<file path="src/rtl/occ_pkg.sv">
// Shared types, constants and a helper function of the oven cook controller.
package occ_pkg;

   localparam int TICKS_PER_SECOND = 5;
   localparam int SUB_W            = (TICKS_PER_SECOND > 1) ? $clog2(TICKS_PER_SECOND) : 1;
   localparam int SEC_PER_MIN      = 60;
   localparam int CD_MAX           = 2047;
   localparam int SAT_SECONDS      = CD_MAX / TICKS_PER_SECOND;
   localparam int SAT_SUB          = CD_MAX % TICKS_PER_SECOND;
   localparam int TEMP_CEIL        = 1023;

   localparam logic [7:0] LED_MASK_INIT = 8'hFE;
   localparam logic [7:0] LED_ALL       = 8'hFF;

   localparam logic [8:0] SET_TIME_RST    = 9'd1;
   localparam logic [9:0] SET_TEMP_RST    = 10'd350;
   localparam logic [7:0] HOLD_THRESH_RST = 8'd5;
   localparam logic [9:0] TEMP_OFFSET_RST = 10'd300;
   localparam logic [9:0] GRILL_TEMP_RST  = 10'd500;

   localparam logic [1:0] HEAT_BOTH   = 2'b11;
   localparam logic [1:0] HEAT_BOTTOM = 2'b10;
   localparam logic [1:0] HEAT_TOP    = 2'b01;

   localparam logic [1:0] CSR_HOLD_THRESH = 2'd0;
   localparam logic [1:0] CSR_TEMP_OFFSET = 2'd1;
   localparam logic [1:0] CSR_GRILL_TEMP  = 2'd2;

   typedef enum logic [2:0] {
      REQ_TICK       = 3'd0,
      REQ_SEL_DOWN   = 3'd1,
      REQ_SEL_UP     = 3'd2,
      REQ_START_DOWN = 3'd3,
      REQ_START_UP   = 3'd4,
      REQ_KNOB       = 3'd5
   } req_code_type;

   typedef enum logic [2:0] {
      ST_SETUP   = 3'd0,
      ST_SELPEND = 3'd1,
      ST_COOK    = 3'd2,
      ST_RSTPEND = 3'd3,
      ST_DONE    = 3'd4
   } ctrl_state_type;

   typedef enum logic [1:0] {
      MODE_BAKE  = 2'd0,
      MODE_TOAST = 2'd1,
      MODE_BROIL = 2'd2
   } cook_mode_type;

   typedef struct packed {
      logic [7:0] hold_thresh;
      logic [9:0] temp_offset;
      logic [9:0] grill_temp;
   } cfg_type;

   typedef struct packed {
      logic [2:0] minutes;
      logic [5:0] seconds;
   } clock_time_type;

   typedef struct packed {
      ctrl_state_type   state;
      cook_mode_type    mode;
      logic             sel_temp;
      logic [8:0]       set_time;
      logic [9:0]       set_temp;
      logic [15:0]      free_ticks;
      logic [15:0]      press_start;
      logic [10:0]      countdown;
      logic [7:0]       led_step;
      logic [10:0]      led_mark;
      logic [7:0]       led;
      logic [7:0]       led_mask;
      logic [1:0]       heater;
      logic             inverted;
      clock_time_type   cd_time;   // countdown split into minutes and seconds
      logic [SUB_W-1:0] cd_sub;    // ticks within the current second
   } ctl_state_type;

   // Result beat, first field in the highest bits.
   typedef struct packed {
      logic        done_inverted;
      logic        bottom_heater;
      logic        top_heater;
      logic [7:0]  led_bar;
      logic [5:0]  shown_seconds;
      logic [2:0]  shown_minutes;
      logic [10:0] remaining_ticks;
      logic [9:0]  temperature;
      logic [8:0]  cook_seconds_set;
      logic        edit_temp;
      logic [1:0]  cook_mode;
      logic [2:0]  ctrl_state;
   } rsp_fields_type;

   // Split a seconds count of at most 299 into minutes and seconds.
   function automatic clock_time_type split_seconds(input logic [8:0] secs);
      clock_time_type t;
      t.minutes = 3'd0;
      t.seconds = 6'(secs);
      for (int k = 1; k <= 4; k++) begin
         if (secs >= 9'(k * SEC_PER_MIN)) begin
            t.minutes = 3'(k);
            t.seconds = 6'(secs - 9'(k * SEC_PER_MIN));
         end
      end
      return t;
   endfunction

endpackage

</file>
<file path="src/rtl/oven_cook_controller.sv">
// Top level of the oven cook controller: event input stage, controller, result register.
//
//  channel | dir | handshake             | payload
//  --------+-----+-----------------------+------------------------------------------
//  req     | in  | req_tvalid/req_tready | tuser: req_type; tdata: knob_value
//  rsp     | out | rsp_tvalid/rsp_tready | tdata: display, heater and progress fields
//  csr     | in  | csr_we                | csr_index selects register, csr_wdata value
//
// Each event beat is held in the input register and is applied to the controller
// state in the cycle it moves to the result register. One beat per cycle is
// sustained while rsp_tready stays high. The single result register is the only
// stall point; while it holds an untaken beat the input register still takes one more event.
// Reset (synchronous, active high) restores the power-up settings and registers.
module oven_cook_controller (
   input  logic        clock,
   input  logic        reset,
   input  logic        req_tvalid,
   output logic        req_tready,
   input  logic [2:0]  req_tuser,  // [2:0] req_type
   input  logic [15:0] req_tdata,  // [9:0] knob_value, [15:10] zero
   output logic        rsp_tvalid,
   input  logic        rsp_tready,
   // [2:0] ctrl_state, [4:3] cook_mode, [5] edit_temp, [14:6] cook_seconds_set,
   // [24:15] temperature, [35:25] remaining_ticks, [38:36] shown_minutes,
   // [44:39] shown_seconds, [52:45] led_bar, [53] top_heater, [54] bottom_heater,
   // [55] done_inverted
   output logic [55:0] rsp_tdata,
   input  logic        csr_we,
   input  logic [1:0]  csr_index,
   input  logic [9:0]  csr_wdata
);

   // Configuration registers; the user must write them only while no event is in flight (not enforced here)
   occ_pkg::cfg_type cfg_ff, cfg_in;

   always_comb begin
      cfg_in = cfg_ff;
      if (csr_we) begin
         case (csr_index)
            occ_pkg::CSR_HOLD_THRESH: cfg_in.hold_thresh = csr_wdata[7:0];
            occ_pkg::CSR_TEMP_OFFSET: cfg_in.temp_offset = csr_wdata;
            occ_pkg::CSR_GRILL_TEMP:  cfg_in.grill_temp  = csr_wdata;
            default:                  cfg_in = cfg_ff;
         endcase
      end
   end

   always_ff @(posedge clock) begin
      if (reset) begin
         cfg_ff.hold_thresh <= occ_pkg::HOLD_THRESH_RST;
         cfg_ff.temp_offset <= occ_pkg::TEMP_OFFSET_RST;
         cfg_ff.grill_temp  <= occ_pkg::GRILL_TEMP_RST;
      end else begin
         cfg_ff <= cfg_in;
      end
   end

   // Input register and result register handshake
   logic                    in_vld_ff, in_vld_in;
   logic [2:0]              in_req_ff;
   logic [9:0]              in_knob_ff;
   logic                    out_vld_ff, out_vld_in;
   occ_pkg::rsp_fields_type out_data_ff;
   logic                    advance;
   logic                    take;

   occ_pkg::ctl_state_type  next_st;
   occ_pkg::rsp_fields_type fields;

   // Move the held event into the result register when the result slot is free or being taken
   assign advance    = in_vld_ff && (!out_vld_ff || rsp_tready);
   assign req_tready = !in_vld_ff || advance;
   assign take       = req_tvalid && req_tready;

   always_comb begin
      if (take) begin
         in_vld_in = 1'b1;
      end else if (advance) begin
         in_vld_in = 1'b0;
      end else begin
         in_vld_in = in_vld_ff;
      end
      if (advance) begin
         out_vld_in = 1'b1;
      end else if (rsp_tready) begin
         out_vld_in = 1'b0;
      end else begin
         out_vld_in = out_vld_ff;
      end
   end

   always_ff @(posedge clock) begin
      if (reset) begin
         in_vld_ff  <= 1'b0;
         out_vld_ff <= 1'b0;
      end else begin
         in_vld_ff  <= in_vld_in;
         out_vld_ff <= out_vld_in;
      end
   end

   // Payload registers: capture on accept, hold otherwise
   always_ff @(posedge clock) begin
      if (take) begin
         in_req_ff  <= req_tuser;
         in_knob_ff <= req_tdata[9:0];
      end
      if (advance) begin
         out_data_ff <= fields;
      end
   end

   occ_ctrl u_ctrl (
      .clock   (clock),
      .reset   (reset),
      .step    (advance),
      .req     (in_req_ff),
      .knob    (in_knob_ff),
      .cfg     (cfg_ff),
      .next_st (next_st)
   );

   occ_disp u_disp (
      .st         (next_st),
      .grill_temp (cfg_ff.grill_temp),
      .fields     (fields)
   );

   assign rsp_tvalid = out_vld_ff;
   assign rsp_tdata  = out_data_ff;

endmodule

</file>
<file path="src/rtl/occ_ctrl.sv">
// Controller state registers and the per-event next-state logic.
module occ_ctrl (
   input  logic                   clock,
   input  logic                   reset,
   input  logic                   step,
   input  logic [2:0]             req,
   input  logic [9:0]             knob,
   input  occ_pkg::cfg_type       cfg,
   output occ_pkg::ctl_state_type next_st
);

   occ_pkg::ctl_state_type st_ff, st_in;

   localparam occ_pkg::clock_time_type SAT_TIME =
      occ_pkg::split_seconds(9'(occ_pkg::SAT_SECONDS));

   localparam logic [occ_pkg::SUB_W-1:0] SUB_W_MAX =
      occ_pkg::SUB_W'(occ_pkg::TICKS_PER_SECOND - 1);

   localparam logic [occ_pkg::SUB_W-1:0] SUB_ONE = occ_pkg::SUB_W'(1);

   function automatic occ_pkg::ctl_state_type halt_heat(input occ_pkg::ctl_state_type s);
      occ_pkg::ctl_state_type r;
      r            = s;
      r.led        = 8'd0;
      r.free_ticks = 16'd0;
      r.heater     = 2'd0;
      r.led_mask   = occ_pkg::LED_MASK_INIT;
      return r;
   endfunction

   // One tick of the countdown: keep the minute/second/tick split and the LED bar in step
   function automatic occ_pkg::ctl_state_type count_down(input occ_pkg::ctl_state_type s);
      occ_pkg::ctl_state_type r;
      logic [10:0]            cd;
      r  = s;
      cd = s.countdown - 11'd1;
      if (s.countdown != 11'd0) begin
         r.countdown = cd;
         if (s.cd_sub != '0) begin
            r.cd_sub = s.cd_sub - SUB_ONE;
         end else begin
            r.cd_sub = SUB_W_MAX;
            if (s.cd_time.seconds != 6'd0) begin
               r.cd_time.seconds = s.cd_time.seconds - 6'd1;
            end else begin
               r.cd_time.seconds = 6'(occ_pkg::SEC_PER_MIN - 1);
               r.cd_time.minutes = s.cd_time.minutes - 3'd1;
            end
         end
         if (cd == s.led_mark) begin
            r.led_mark = s.led_mark - 11'(s.led_step);
            r.led      = s.led & s.led_mask;
            r.led_mask = {s.led_mask[6:0], 1'b0};
         end
      end
      return r;
   endfunction

   logic [15:0] held;
   logic        is_long;
   logic        req_ok;
   logic [15:0] tick_prod;
   logic        cd_sat;
   logic [10:0] temp_sum;

   always_comb begin
      st_in = st_ff;
      if (req == occ_pkg::REQ_TICK) begin
         st_in.free_ticks = st_ff.free_ticks + 16'd1;
      end
      held      = st_in.free_ticks - st_ff.press_start;
      is_long   = (held >= 16'(cfg.hold_thresh));
      req_ok    = (req <= occ_pkg::REQ_KNOB);
      tick_prod = 16'(st_ff.set_time) * 16'(occ_pkg::TICKS_PER_SECOND);
      cd_sat    = (tick_prod > 16'(occ_pkg::CD_MAX));
      temp_sum  = 11'(knob[9:2]) + 11'(cfg.temp_offset);

      if (req_ok) begin
         case (st_ff.state)
            occ_pkg::ST_SETUP: begin
               if (req == occ_pkg::REQ_SEL_DOWN) begin
                  st_in.press_start = st_in.free_ticks;
                  st_in.state       = occ_pkg::ST_SELPEND;
               end else if (req == occ_pkg::REQ_START_DOWN) begin
                  if (cd_sat) begin
                     st_in.countdown = 11'(occ_pkg::CD_MAX);
                     st_in.cd_time   = SAT_TIME;
                     st_in.cd_sub    = occ_pkg::SUB_W'(occ_pkg::SAT_SUB);
                  end else begin
                     st_in.countdown = tick_prod[10:0];
                     st_in.cd_time   = occ_pkg::split_seconds(st_ff.set_time);
                     st_in.cd_sub    = '0;
                  end
                  st_in.led_step = st_in.countdown[10:3];
                  st_in.led_mark = st_in.countdown - 11'(st_in.countdown[10:3]);
                  st_in.led      = occ_pkg::LED_ALL;
                  case (st_ff.mode)
                     occ_pkg::MODE_BAKE:  st_in.heater = occ_pkg::HEAT_BOTH;
                     occ_pkg::MODE_TOAST: st_in.heater = occ_pkg::HEAT_BOTTOM;
                     default:             st_in.heater = occ_pkg::HEAT_TOP;
                  endcase
                  st_in.state = occ_pkg::ST_COOK;
               end else if (req == occ_pkg::REQ_KNOB) begin
                  if (!st_ff.sel_temp) begin
                     st_in.set_time = 9'(knob[9:2]) + 9'd1;
                  end else begin
                     st_in.set_temp = (temp_sum > 11'(occ_pkg::TEMP_CEIL)) ?
                                      10'(occ_pkg::TEMP_CEIL) : temp_sum[9:0];
                  end
               end
            end
            occ_pkg::ST_SELPEND: begin
               if (req == occ_pkg::REQ_SEL_UP) begin
                  if (!is_long) begin
                     case (st_ff.mode)
                        occ_pkg::MODE_BROIL: st_in.mode = occ_pkg::MODE_BAKE;
                        occ_pkg::MODE_BAKE: begin
                           st_in.mode     = occ_pkg::MODE_TOAST;
                           st_in.sel_temp = 1'b0;
                        end
                        default: begin
                           st_in.mode     = occ_pkg::MODE_BROIL;
                           st_in.sel_temp = 1'b0;
                        end
                     endcase
                  end else if (st_ff.mode == occ_pkg::MODE_BAKE) begin
                     st_in.sel_temp = ~st_ff.sel_temp;
                  end
                  st_in.state = occ_pkg::ST_SETUP;
               end
            end
            occ_pkg::ST_COOK: begin
               if (req == occ_pkg::REQ_START_DOWN) begin
                  st_in.press_start = st_in.free_ticks;
                  st_in.state       = occ_pkg::ST_RSTPEND;
               end
               if (st_ff.countdown == 11'd0) begin
                  st_in          = halt_heat(st_in);
                  st_in.state    = occ_pkg::ST_DONE;
                  st_in.inverted = 1'b1;
               end else if (req == occ_pkg::REQ_TICK) begin
                  st_in = count_down(st_in);
               end
            end
            occ_pkg::ST_RSTPEND: begin
               if (req == occ_pkg::REQ_START_UP) begin
                  if (is_long) begin
                     st_in       = halt_heat(st_in);
                     st_in.state = occ_pkg::ST_SETUP;
                  end else begin
                     st_in.state = occ_pkg::ST_COOK;
                  end
               end else if (req == occ_pkg::REQ_TICK) begin
                  st_in = count_down(st_in);
               end
            end
            default: begin
               if (req == occ_pkg::REQ_START_DOWN) begin
                  st_in.state    = occ_pkg::ST_SETUP;
                  st_in.inverted = 1'b0;
               end
            end
         endcase
      end
   end

   always_ff @(posedge clock) begin
      if (reset) begin
         st_ff.state       <= occ_pkg::ST_SETUP;
         st_ff.mode        <= occ_pkg::MODE_BAKE;
         st_ff.sel_temp    <= 1'b0;
         st_ff.set_time    <= occ_pkg::SET_TIME_RST;
         st_ff.set_temp    <= occ_pkg::SET_TEMP_RST;
         st_ff.free_ticks  <= 16'd0;
         st_ff.press_start <= 16'd0;
         st_ff.countdown   <= 11'd0;
         st_ff.led_step    <= 8'd0;
         st_ff.led_mark    <= 11'd0;
         st_ff.led         <= 8'd0;
         st_ff.led_mask    <= occ_pkg::LED_MASK_INIT;
         st_ff.heater      <= 2'd0;
         st_ff.inverted    <= 1'b0;
         st_ff.cd_time     <= '0;
         st_ff.cd_sub      <= '0;
      end else if (step) begin
         st_ff <= st_in;
      end
   end

   assign next_st = st_in;

endmodule

</file>
<file path="src/rtl/occ_disp.sv">
// Result fields derived from the controller state after an event.
module occ_disp (
   input  occ_pkg::ctl_state_type  st,
   input  logic [9:0]              grill_temp,
   output occ_pkg::rsp_fields_type fields
);

   occ_pkg::clock_time_type shown;
   logic                    counting;

   always_comb begin
      counting = (st.state == occ_pkg::ST_COOK) || (st.state == occ_pkg::ST_RSTPEND);
      shown    = counting ? st.cd_time : occ_pkg::split_seconds(st.set_time);

      fields.ctrl_state       = st.state;
      fields.cook_mode        = st.mode;
      fields.edit_temp        = st.sel_temp;
      fields.cook_seconds_set = st.set_time;
      fields.temperature      = (st.mode == occ_pkg::MODE_BROIL) ? grill_temp : st.set_temp;
      fields.remaining_ticks  = st.countdown;
      fields.shown_minutes    = shown.minutes;
      fields.shown_seconds    = shown.seconds;
      fields.led_bar          = st.led;
      fields.top_heater       = st.heater[0];
      fields.bottom_heater    = st.heater[1];
      fields.done_inverted    = st.inverted;
   end

endmodule
</file>
<file path="config.mk">
export PLATFORM = sky130hd
export DESIGN_NAME = oven_cook_controller
export DESIGN_NICKNAME = d
export VERILOG_FILES = /design/src/rtl/occ_pkg.sv /design/src/rtl/oven_cook_controller.sv /design/src/rtl/occ_ctrl.sv /design/src/rtl/occ_disp.sv
export SDC_FILE = /design/constraint.sdc
export NUM_CORES = 1
export LEC_CHECK = 0
export ABC_CLOCK_PERIOD_IN_PS = 5250
export BUFFER_PORTS_ARGS = -buffer_cell sky130_fd_sc_hd__buf_2
export CORE_MARGIN = 2
export CORE_UTILIZATION = 56
export DETAILED_ROUTE_END_ITERATION = 7
export PLACE_DENSITY = 0.83
export SYNTH_ARGS = -nofsm -noshare
export SYNTH_HDL_FRONTEND = slang
export SYNTH_SLANG_ARGS = --single-unit
export TNS_END_PERCENT = 1
</file>
<file path="constraint.sdc">
create_clock -name clock -period 5.25 [get_ports clock]
set_clock_uncertainty 0.2 [all_clocks]
set_input_delay 0.525 -clock clock [delete_from_list [all_inputs] [get_ports clock]]
set_output_delay 0.525 -clock clock [all_outputs]
set_load 0.005 [all_outputs]
</file>
==> results of run 1 <==
## worst reg2reg max path, delay by kind of cell, from the launching register on
| family | cells | cell delay (ps) |
|---|---|---|
| compound gates | 7 | 1320 |
| flops | 1 | 420 |
| buf+inv | 3 | 540 |
| mux | 2 | 550 |
| simple gates | 5 | 1070 |
| fa+ha+maj | 2 | 540 |
| xor+xnor | 2 | 340 |
## layer usage
layer	routed length (µm)	part of all wire (%)	up-vias	GRT usage, %
li1	-	-	5964	-
met3	2890	7.6	91	3.20
met4	1200	3.1	0	10.3
met2	18400	48	567	48.8
met1	15600	41	6043	37.1
met5	0	0	-	0
## through the flow
stage	util, %	setup TNS (ps)	std cells	total power [mW]	setup WS [ps]
global route	67.2	-2060	2045	4.29	-164
floorplan	-	-154	1587	2.29	-19.2
detailed placement	62.0	-1630	1984	2.49	-104
CTS	65.8	0	2040	4.15	7.57
finish	67.2	-1.74	2045	4.16	-0.803
global placement	62.0	-326	1984	2.47	-33.4
## area by class of cell
type | count | area, µm²
clock buffers | 30 | 654
clock inverters | 14 | 121
fillers | 1852 | 7740
inverters | 81 | 307
multi-input cells | 1213 | 8260
flip-flops and latches | 215 | 4980
well taps | 319 | 399
repair buffers | 173 | 1160
## cell families after synthesis
group | after synthesis | synth area share [%]
compound gates | 436 | 21.6
xor+xnor | 78 | 5.14
fa+ha+maj | 88 | 8.40
buf+inv | 159 | 4.47
flops | 215 | 36.7
mux | 56 | 4.60
simple gates | 555 | 19.1
## state kept, by name, indices dropped and copies added (netlist names)
register      flops
cfg_ff           28
in_knob_ff        8
in_req_ff         3
in_vld_ff         1
rsp_tdata        56
rsp_tvalid        1
u_ctrl.st_ff    118
## cells in the final DEF (no fill, tap or decap), drive strengths merged, types with 29 or more instances in the layout
cell      n
nor2    191
nand2   165
buf     161
dfxtp   148
a21oi   109
o21ai    94
ha       83
inv      80
edfxtp   67
xnor2    55
nand3    48
mux2i    40
a21o     32
nor3     32
clkbuf   31
a211oi   29
## worst max-delay path by stage
| stage | from | endpoint | slack, ps | cells after the start |
|---|---|---|---|---|
| after global routing | in_req_ff[1]$_DFFE_PP_ | rsp_tdata[23]$_DFFE_PP_ | -160 | 21 |
| after detailed placement | in_req_ff[1]$_DFFE_PP_ | u_ctrl.st_ff[87]$_SDFFE_PP0P_ | -100 | 21 |
| after floorplan | in_req_ff[1]$_DFFE_PP_ | rsp_tdata[17]$_DFFE_PP_ | -20 | 20 |
| final | in_req_ff[0]$_DFFE_PP_ | rsp_tdata[17]$_DFFE_PP_ | -0.8 | 21 |
| after global placement | in_req_ff[1]$_DFFE_PP_ | u_ctrl.st_ff[89]$_SDFFE_PP0P_ | -30 | 21 |
| after CTS | in_req_ff[1]$_DFFE_PP_ | rsp_tdata[21]$_DFFE_PP_ | 8 | 19 |
## repair_timing
item                       in CTS  in global routing
gates cloned                    0                  1
setup endpoints to repair      43                 72
pin swaps                       1                 23
hold endpoints to repair       11                  0
hold buffers                   11                  0
resized for setup               2                 51
buffers inserted                1                  4
## power groups by stage
| stage | registers (mW) | logic [mW] | clock network (mW) |
|---|---|---|---|
| floorplan | 1.85 | 0.445 | 0 |
| global placement | 1.86 | 0.618 | 0 |
| detailed placement | 1.86 | 0.637 | 0 |
| CTS | 1.82 | 0.652 | 1.67 |
| global route | 1.83 | 0.732 | 1.73 |
| finish | 1.82 | 0.673 | 1.66 |
==> impl_metrics.csv, run 1 <==
group,metric,value,unit
global_route,grt_max_degree,61,
power,leakage,6.43,nW
global_route,grt_pass1_wl,60200,µm
drt,drc,0,
logic_synthesis,ys_warn_count,0,
logic_synthesis,ys.flop_type,"dfxtp_1",
setup_path,required,5340,ps
floorplan,dieWidth,160,µm
logic_synthesis,syn-num-nets,1711,
timing,max_slew.worst_pin.slew,1180,ps
setup_path,cpMaxStageDelayCell,"or4_4",
drt,first_iter_violations,1222,
floorplan,num_rows,56,
setup_path,crit_path_max_fanout,4,
timing,max_freq,0.190,GHz
setup_path,cpPeakStageDelay,440,ps
global_route,grt_pass1_vias,12100,
run,max_cap_violations,0,
logic_synthesis,synth-seq-cells,215,
finish,fin_area,15900,µm²
power,p_sw_share,28.2,%
finish,synthToLayoutAreaGrowth,17.2,%
setup_path,path_delay_family,"compound AO/OA/AOI/OAI gates",
drt,avgViaCountPerCell,6.19,
logic_synthesis,ys_seq_area_share,36.7,%
logic_synthesis,synth_top_area_share,21.9,%
setup_path,rr_worst_depth,21,
worst_hold_path,hold_depth,3,
setup_path,r2r-start,"in_req_ff[0]$_DFFE_PP_",
placed_design,gp_congestion,0.922,
power,powerDensity,262,nW/µm²
floorplan,initial_core_util,57.4,%
timing,worst_slack,-0.803,ps
setup_path,endpoint_kind,"flip-flop",
drt,wire_per_inst,18.6,µm
power,ir_worst_vdd,0.267,mV
timing,setup_viol,3,
setup_path,path_common_cell,"a21o_1",
setup_path,critPathBufInv,3,
timing,period_needed,5250,ps
power,power_frac_comb,16.2,%
setup_path,r2r_slack,-0.8,ps
floorplan,core_area,23600,µm²
drt,dr.pass1.iters,6,
clock_tree,path_clk_slew,70,ps
finish,layout-drive-gt1-share,16.5,%
setup_path,worstSetupStartpointType,"flip-flop",
drt,vias,12700,
clock_tree,clk_path_buf_depth,3,
logic_synthesis,yosys.cell_types.count,90,
logic_synthesis,synth_enable_flop_cells,67,
setup_path,critical_path_arrival,5340,ps
worst_hold_path,hold_start,"req_tvalid",
timing,slew_headroom,20.9,%
logic_synthesis,synth_most_common_cell,"nor2_1",
clock_tree,root_buffer,"clkbuf_16",
power,seqPwrFrac,43.9,%
finish,nets,1832,
worst_hold_path,hold_path.class,"in -> reg",
clock_tree,clkSinkCount,215,
global_route,grt_overflow,0,
clock_tree,cts_tree,"built",
timing,post-route-period-util,100,%
finish,n_antenna_cell,0,
power,p_sw,1.17,mW
power,intPower,2.99,mW
status,status,"finished, violations left",
logic_synthesis,netlist_area,13500,µm²
placed_design,dpl_cell_area,14600,µm²
floorplan,pin_count,94,
floorplan,die_h,160,µm
global_route,track_usage,28.5,%
worst_hold_path,hold_path_end,"in_vld_ff$_SDFFE_PP0P_",
clock_tree,insertion_delay,550,ps
timing,slew_violations,0,
logic_synthesis,synth_commonest_cells,"nor2_1 (191), nand2_1 (163), dfxtp_1 (148)",
setup_path,r2r-end,"rsp_tdata[17]$_DFFE_PP_",
logic_synthesis,synth_area_leader_cell,"dfxtp_1",
timing,rsz0062_at_grt,"yes",
power,clock_power_share,39.9,%
drt,antenna_left,0,
placed_design,hpwlAfterDp,26100,µm
global_route,grt_antenna_before_repair,0,
logic_synthesis,avgSynthCellArea,8.54,µm²
timing,hold_violations,0,
placed_design,portBuffers,85,
logic_synthesis,async_flop_share,0,%
clock_tree,h-tree-depth,1,
clock_tree,cts_inserted_buffers,24,
timing,whs,5.32,ps
status,violations,"setup timing",
setup_path,path_cells,"nor4b_4 > buf_4 > nand3_4 > xnor2_4 > ha_4 > a21o_1 > a31o_4 > nor2_4 > xnor2_2 > ha_1 > a21o_1 > a21o_1 > a211oi_2 > o21ai_1 > or4_4 > a211oi_4 > buf_6 > nand2_4 > mux2i_4 > clkbuf_16 > mux2_4",
logic_synthesis,synth.area.top_cells,"dfxtp_1 (22%), edfxtp_1 (15%), ha_1 (7.7%), nor2_1 (5.3%), nand2_1 (4.5%)",
floorplan,dieArea,25500,µm²
setup_path,path_class,"reg -> reg",
logic_synthesis,synthCells,1587,
drt,drt_wl_total,38000,µm
(Power assumes the default switching activity.)
==> run 2, diff against run 1 <==
BUFFER_PORTS_ARGS = -buffer_cell sky130_fd_sc_hd__buf_4   (was -buffer_cell sky130_fd_sc_hd__buf_2)
==> run 2 against run 1 <==
The flow still finishes with violations (setup timing). Routed wire length rose by 1.9%. Register-to-register slack barely moved. Cell count rose by 0.20%. Sequential cell count did not move. First-iteration DRC count fell by 9.4%. Sequential power barely moved. Non-clock buffer count rose by 4. Clock power rose by 7%. Critical path type unchanged. Critical endpoint is now rsp_tdata[18]$_DFFE_PP_. Highest routed layer unchanged.
==> impl_metrics.csv, run 2 (same netlist as run 1, synthesis figures left out) <==
group,metric,value,unit
global_route,grt_pass1_wl,62000,µm
timing,period_needed,5260,ps
timing,worst_slack,-6.13,ps
run,max_cap_violations,0,
placed_design,hpwlAfterDp,26200,µm
power,leakage,6.56,nW
drt,wire_per_inst,18.9,µm
finish,largest-register,"u_ctrl.st_ff",
finish,nets,1836,
finish,post-route-util,68.3,%
drt,vias,12800,
clock_tree,cts_tree,"built",
clock_tree,clkSinkCount,215,
global_route,track_usage,29.3,%
timing,rsz0062_at_grt,"yes",
global_route,grt_pass1_vias,12300,
finish,layout_common_cells,"nor2_1 (188), nand2_1 (162), buf_4 (159), dfxtp_1 (146), a21oi_1 (108)",
floorplan,dieArea,25500,µm²
timing,setup_viol,3,
placed_design,portBuffers,85,
finish,fin_area,16100,µm²
clock_tree,h-tree-depth,1,
clock_tree,root_buffer,"clkbuf_16",
placed_design,placedCellCount,1980,
timing,slew_headroom,35.2,%
clock_tree,insertion_delay,540,ps
timing,slew_violations,0,
drt,dr.pass1.iters,5,
drt,drc,0,
clock_tree,cts_inserted_buffers,24,
power,ir_worst_vdd,0.210,mV
floorplan,core_area,23600,µm²
placed_design,gp_congestion,0.941,
global_route,grt_antenna_before_repair,0,
status,violations,"setup timing",
finish,fillers,1808,
global_route,grt_max_degree,69,
worst_hold_path,hold_path.class,"in -> reg",
finish,instances_no_fill,2049,
setup_path,required,5340,ps
drt,first_iter_violations,1107,
setup_path,worstSetupStartpointType,"flip-flop",
floorplan,dieWidth,160,µm
setup_path,path_cells,"nor4b_4 > and3_4 > and3_4 > and3_4 > nand3_2 > xnor2_2 > ha_1 > buf_4 > nand4_1 > nand2b_1 > o21ai_0 > a211oi_2 > o21ai_2 > or4_4 > a211oi_4 > buf_6 > nand2_4 > mux2i_4 > buf_12 > mux2_4",
clock_tree,clk_path_buf_depth,3,
drt,drt_wl_total,38700,µm
global_route,grt_overflow,0,
power,power.total,4.29,mW
power,powerDensity,266,nW/µm²
status,status,"finished, violations left",
clock_tree,path_clk_slew,60,ps
finish,layout-drive-gt1-share,16.6,%
drt,antenna_left,0,
setup_path,critical_path_arrival,5350,ps
finish,multi_input_area,8180,µm²
timing,max_slew.worst_pin.slew,969,ps
timing,post-route-period-util,100,%
finish,seq_area,4980,µm²
setup_path,cpPeakStageDelay,450,ps
finish,largest_register_ffs,118,
floorplan,die_h,160,µm
setup_path,path_class,"reg -> reg",
finish,n_antenna_cell,0,
finish,layout_commonest_cell,"nor2_1",
placed_design,dpl_cell_area,14800,µm²
timing,max_freq,0.190,GHz
setup_path,path_common_cell,"and3_4",
drt,avgViaCountPerCell,6.24,
floorplan,num_rows,56,
timing,hold_violations,0,
floorplan,initial_core_util,57.4,%
finish,synthToLayoutAreaGrowth,19.0,%
setup_path,endpoint_kind,"flip-flop",
floorplan,pin_count,94,
setup_path,cpMaxStageDelayCell,"edfxtp_1",
setup_path,crit_path_max_fanout,5,
## run 2: changes by cell type in the layout (fill, tap and decap cells not counted), moves of 7 or more
cell	delta
clkinvlp_4	-7
clkbuf_8	+7
buf_4	+86
buf_2	-84
## run 2: worst paths after layout
| check | cells past startpoint | from | slack [ps] | end |
|---|---|---|---|---|
| setup / recovery | 20 | in_req_ff[1]$_DFFE_PP_ | -6 | rsp_tdata[18]$_DFFE_PP_ |
| hold reg to reg | 2 | cfg_ff[3]$_SDFFE_PP0P_ | 250 | cfg_ff[3]$_SDFFE_PP0P_ |
| hold / removal | 3 | csr_wdata[8] | 20 | cfg_ff[8]$_SDFFE_PP1P_ |
| setup reg to reg | 20 | in_req_ff[1]$_DFFE_PP_ | -6 | rsp_tdata[18]$_DFFE_PP_ |
## run 2: per-stage QoR
stage	hold slack (ps)	setup slack [ps]	setup TNS [ps]
after CTS	2.10	1.13	0
after global placement	242	14.9	0
final	17.1	-6.13	-6.36
after floorplan	231	-19.2	-154
after detailed placement	247	-76.9	-638
after global routing	24.7	-242	-6290
## run 2: area by class of cell
type	count	area share, %
tap	319	2.47
timing repair buffer	177	8.77
clock buffer	38	4.81
sequential	215	30.9
clock inverter	6	0.442
inverter	81	1.90
multi-input combinational	1213	50.7
## run 2: per-layer routing
metal  routed length [µm]  global-route usage [%]  vias to the layer above
met5                    0                       0                        -
met4                 1330                    10.2                        0
met3                 2750                    4.30                      117
met2                18800                    50.9                      579
met1                15800                    37.1                     6099
li1                     -                       -                     5982
## run 2: where the power goes
group / internal, mW / switching [mW]
registers: 1.78 / 0.0515
clock network: 1.07 / 0.707
logic: 0.285 / 0.404
total: 3.13 / 1.16
## run 2: critical path: cells and delay by family (launching register included)
kind / cells / cell delay, ps
muxes: 2 / 580
buffers and inverters: 3 / 480
AOI/OAI and AO/OA: 4 / 680
DFF: 1 / 450
adders and majority gates: 1 / 290
xor gates and xnor gates: 1 / 300
and+or+nand+nor: 9 / 2010
## run 2: what timing repair did
action	in CTS	in global routing
endpoints found under the hold margin	12	0
buffers inserted	9	3
cloned	1	0
endpoints found under the setup margin	53	66
hold buffers	12	0
gates resized for setup	26	18
pin swaps	14	14
==> run 3, diff against run 2 <==
CTS_CLUSTER_SIZE = 20   (was not set)
GPL_ROUTABILITY_DRIVEN = 0   (was not set)
TNS_END_PERCENT = 30   (was 1)
==> run 3 against run 2 <==
The run still ends with setup timing left. Cell count grew 0.63%. Design area grew 1.2%. Power shrank 2.2%. Worst setup slack lost 130 ps. Combinational power is essentially flat. Hold slack gained 8.2 ps. Sequential share of layout area shrank 0.36 points. Critical path type unchanged. Critical endpoint is now rsp_tdata[17]$_DFFE_PP_. Largest cell class unchanged. Largest power group unchanged. Highest routed layer unchanged.
==> impl_metrics.csv, run 3 (same netlist as run 1, synthesis figures left out) <==
group,metric,value,unit
finish,layout_commonest_cell,"nor2_1",
setup_path,worstSetupStartpointType,"flip-flop",
floorplan,initial_core_util,57.4,%
status,status,"finished, violations left",
setup_path,path_delay_family,"simple AND/OR/NAND/NOR gates",
drt,first_iter_violations,1179,
finish,seq_area,4980,µm²
global_route,grt_overflow,0,
global_route,use_met1,35.9,%
setup_path,crit_cells,16,
power,leakage,6.60,nW
timing,rsz0062_at_grt,"yes",
clock_tree,insertion_delay,530,ps
finish,largest-register,"u_ctrl.st_ff",
timing,setup_viol,11,
finish,largest_register_ffs,118,
drt,dr.pass1.iters,6,
global_route,track_usage,28.3,%
setup_path,required,5330,ps
drt,wire_per_inst,18.7,µm
setup_path,crit_path_max_fanout,8,
floorplan,dieArea,25500,µm²
worst_hold_path,hold_start,"req_tvalid",
clock_tree,cts_inserted_buffers,24,
finish,synthToLayoutAreaGrowth,20.5,%
global_route,grt_antenna_before_repair,0,
placed_design,dp_worst_setup_slack,-273,ps
setup_path,r2r_slack,-140,ps
setup_path,cpPeakStageDelay,560,ps
clock_tree,clkSinkCount,215,
global_route,grt_pass1_wl,59900,µm
clock_tree,path_clk_slew,60,ps
setup_path,r2r-end,"rsp_tdata[17]$_DFFE_PP_",
status,violations,"setup timing",
setup_path,critPathBufInv,2,
placed_design,portBuffers,85,
finish,layout-drive-gt1-share,17.9,%
global_route,grt_pass1_vias,12100,
global_route,grt_use_met3,4.32,%
drt,avgViaCountPerCell,6.23,
power,powerDensity,257,nW/µm²
floorplan,pin_count,94,
finish,layout_common_cells,"nor2_1 (189), buf_4 (171), nand2_1 (159), dfxtp_1 (146), a21oi_1 (104)",
global_route,grt_max_degree,89,
floorplan,core_area,23600,µm²
global_route,grt-busiest-layer,"met2",
power,ir_worst_vdd,0.254,mV
worst_hold_path,hold_path.class,"in -> reg",
global_route,grtUsageMet2,47.9,%
finish,multi_input_area,8340,µm²
finish,n_antenna_cell,0,
timing,fin_setup_tns,-1040,ps
clock_tree,clk_path_buf_depth,3,
setup_path,cpMaxStageDelayCell,"or4_4",
placed_design,hpwlAfterDp,25800,µm
setup_path,rr_worst_depth,16,
drt,antenna_left,0,
timing,slew_headroom,19.2,%
worst_hold_path,hold_depth,3,
finish,nets,1849,
clock_tree,root_buffer,"clkbuf_16",
floorplan,die_h,160,µm
timing,period_needed,5390,ps
finish,fillers,1742,
drt,drt_wl_total,38700,µm
setup_path,r2r-start,"in_req_ff[0]$_DFFE_PP_",
timing,post-route-period-util,103,%
setup_path,path_class,"reg -> reg",
setup_path,endpoint_kind,"flip-flop",
setup_path,critical_path_arrival,5470,ps
floorplan,num_rows,56,
drt,drc,0,
timing,slew_violations,0,
clock_tree,h-tree-depth,1,
clock_tree,cts_tree,"built",
timing,hold_violations,0,
worst_hold_path,hold_path_end,"in_vld_ff$_SDFFE_PP0P_",
timing,max_freq,0.186,GHz
setup_path,path_cells,"nor4b_4 > and4_1 > nand4_1 > xnor2_2 > ha_4 > a21oi_1 > nand2_1 > nor4_1 > o311ai_1 > or4_4 > a211oi_4 > buf_4 > nand2_4 > mux2i_4 > clkbuf_16 > mux2_4",
run,max_cap_violations,0,
timing,max_slew.worst_pin.slew,1210,ps
timing,worst_slack,-139,ps
floorplan,dieWidth,160,µm
drt,vias,12800,
==> run 3: final cells by class <==
| class | count | share of cell area (%) |
|---|---|---|
| sequential | 215 | 30.5 |
| clock buffer | 35 | 4.32 |
| inverter | 81 | 1.88 |
| clock inverter | 9 | 0.475 |
| multi-input combinational | 1213 | 51.1 |
| timing repair buffer | 190 | 9.31 |
| tap | 319 | 2.45 |
==> run 3: timing repair <==
item | 4_1_cts | 5_1_grt
setup endpoints to repair | 58 | 63
resized for setup | 11 | 62
hold buffers | 11 | 0
pin swaps | 3 | 33
hold endpoints to repair | 11 | 0
cloned | 0 | 1
buffers inserted | 4 | 21
==> run 3: how the worst max path moves through the flow <==
stage,startpoint,end,slack [ps]
global placement,in_req_ff[1]$_DFFE_PP_,rsp_tdata[17]$_DFFE_PP_,-170
finish,in_req_ff[0]$_DFFE_PP_,rsp_tdata[17]$_DFFE_PP_,-140
CTS,in_req_ff[2]$_DFFE_PP_,rsp_tdata[19]$_DFFE_PP_,20
global route,in_req_ff[2]$_DFFE_PP_,rsp_tdata[17]$_DFFE_PP_,-270
floorplan,in_req_ff[1]$_DFFE_PP_,rsp_tdata[17]$_DFFE_PP_,3
detailed placement,in_req_ff[1]$_DFFE_PP_,rsp_tdata[22]$_DFFE_PP_,-270
==> run 3: metrics by stage <==
step           util (%)  power (mW)  hold slack [ps]  cell area (µm²)  instances
6_report           69.1        4.20             25.3            16300       2062
5_1_grt            69.1        4.33             40.1            16300       2062
3_5_place_dp       62.8        2.51              249            14800       1981
2_1_floorplan         -        2.29              231            13600       1587
4_1_cts            67.1        4.17             23.3            15800       2040
3_3_place_gp       62.8        2.49              242            14800       1981
==> run 3: per-layer routing <==
layer | routed length, µm | part of all wire (%)
met5 | 0 | 0
met4 | 1630 | 4.2
met2 | 18700 | 48
met1 | 15200 | 39
met3 | 3150 | 8.1
==> run 3: power breakdown <==
| group | switching [mW] | internal [mW] | total, mW | leakage [nW] |
|---|---|---|---|---|
| Clock | 0.697 | 0.981 | 1.68 | 0.377 |
| Combinational | 0.404 | 0.289 | 0.693 | 4.39 |
| Sequential | 0.0510 | 1.78 | 1.83 | 1.84 |
| Total | 1.15 | 3.05 | 4.20 | 6.60 |
==> run 3: worst register-to-register path, cell delays in order, from the launching register on <==
cell	delay (ps)
edfxtp_1	450
nor4b_4	420
and4_1	270
nand4_1	270
xnor2_2	380
ha_4	280
a21oi_1	360
nand2_1	190
nor4_1	250
o311ai_1	150
or4_4	560
a211oi_4	330
buf_4	190
nand2_4	60
mux2i_4	290
clkbuf_16	210
mux2_4	290
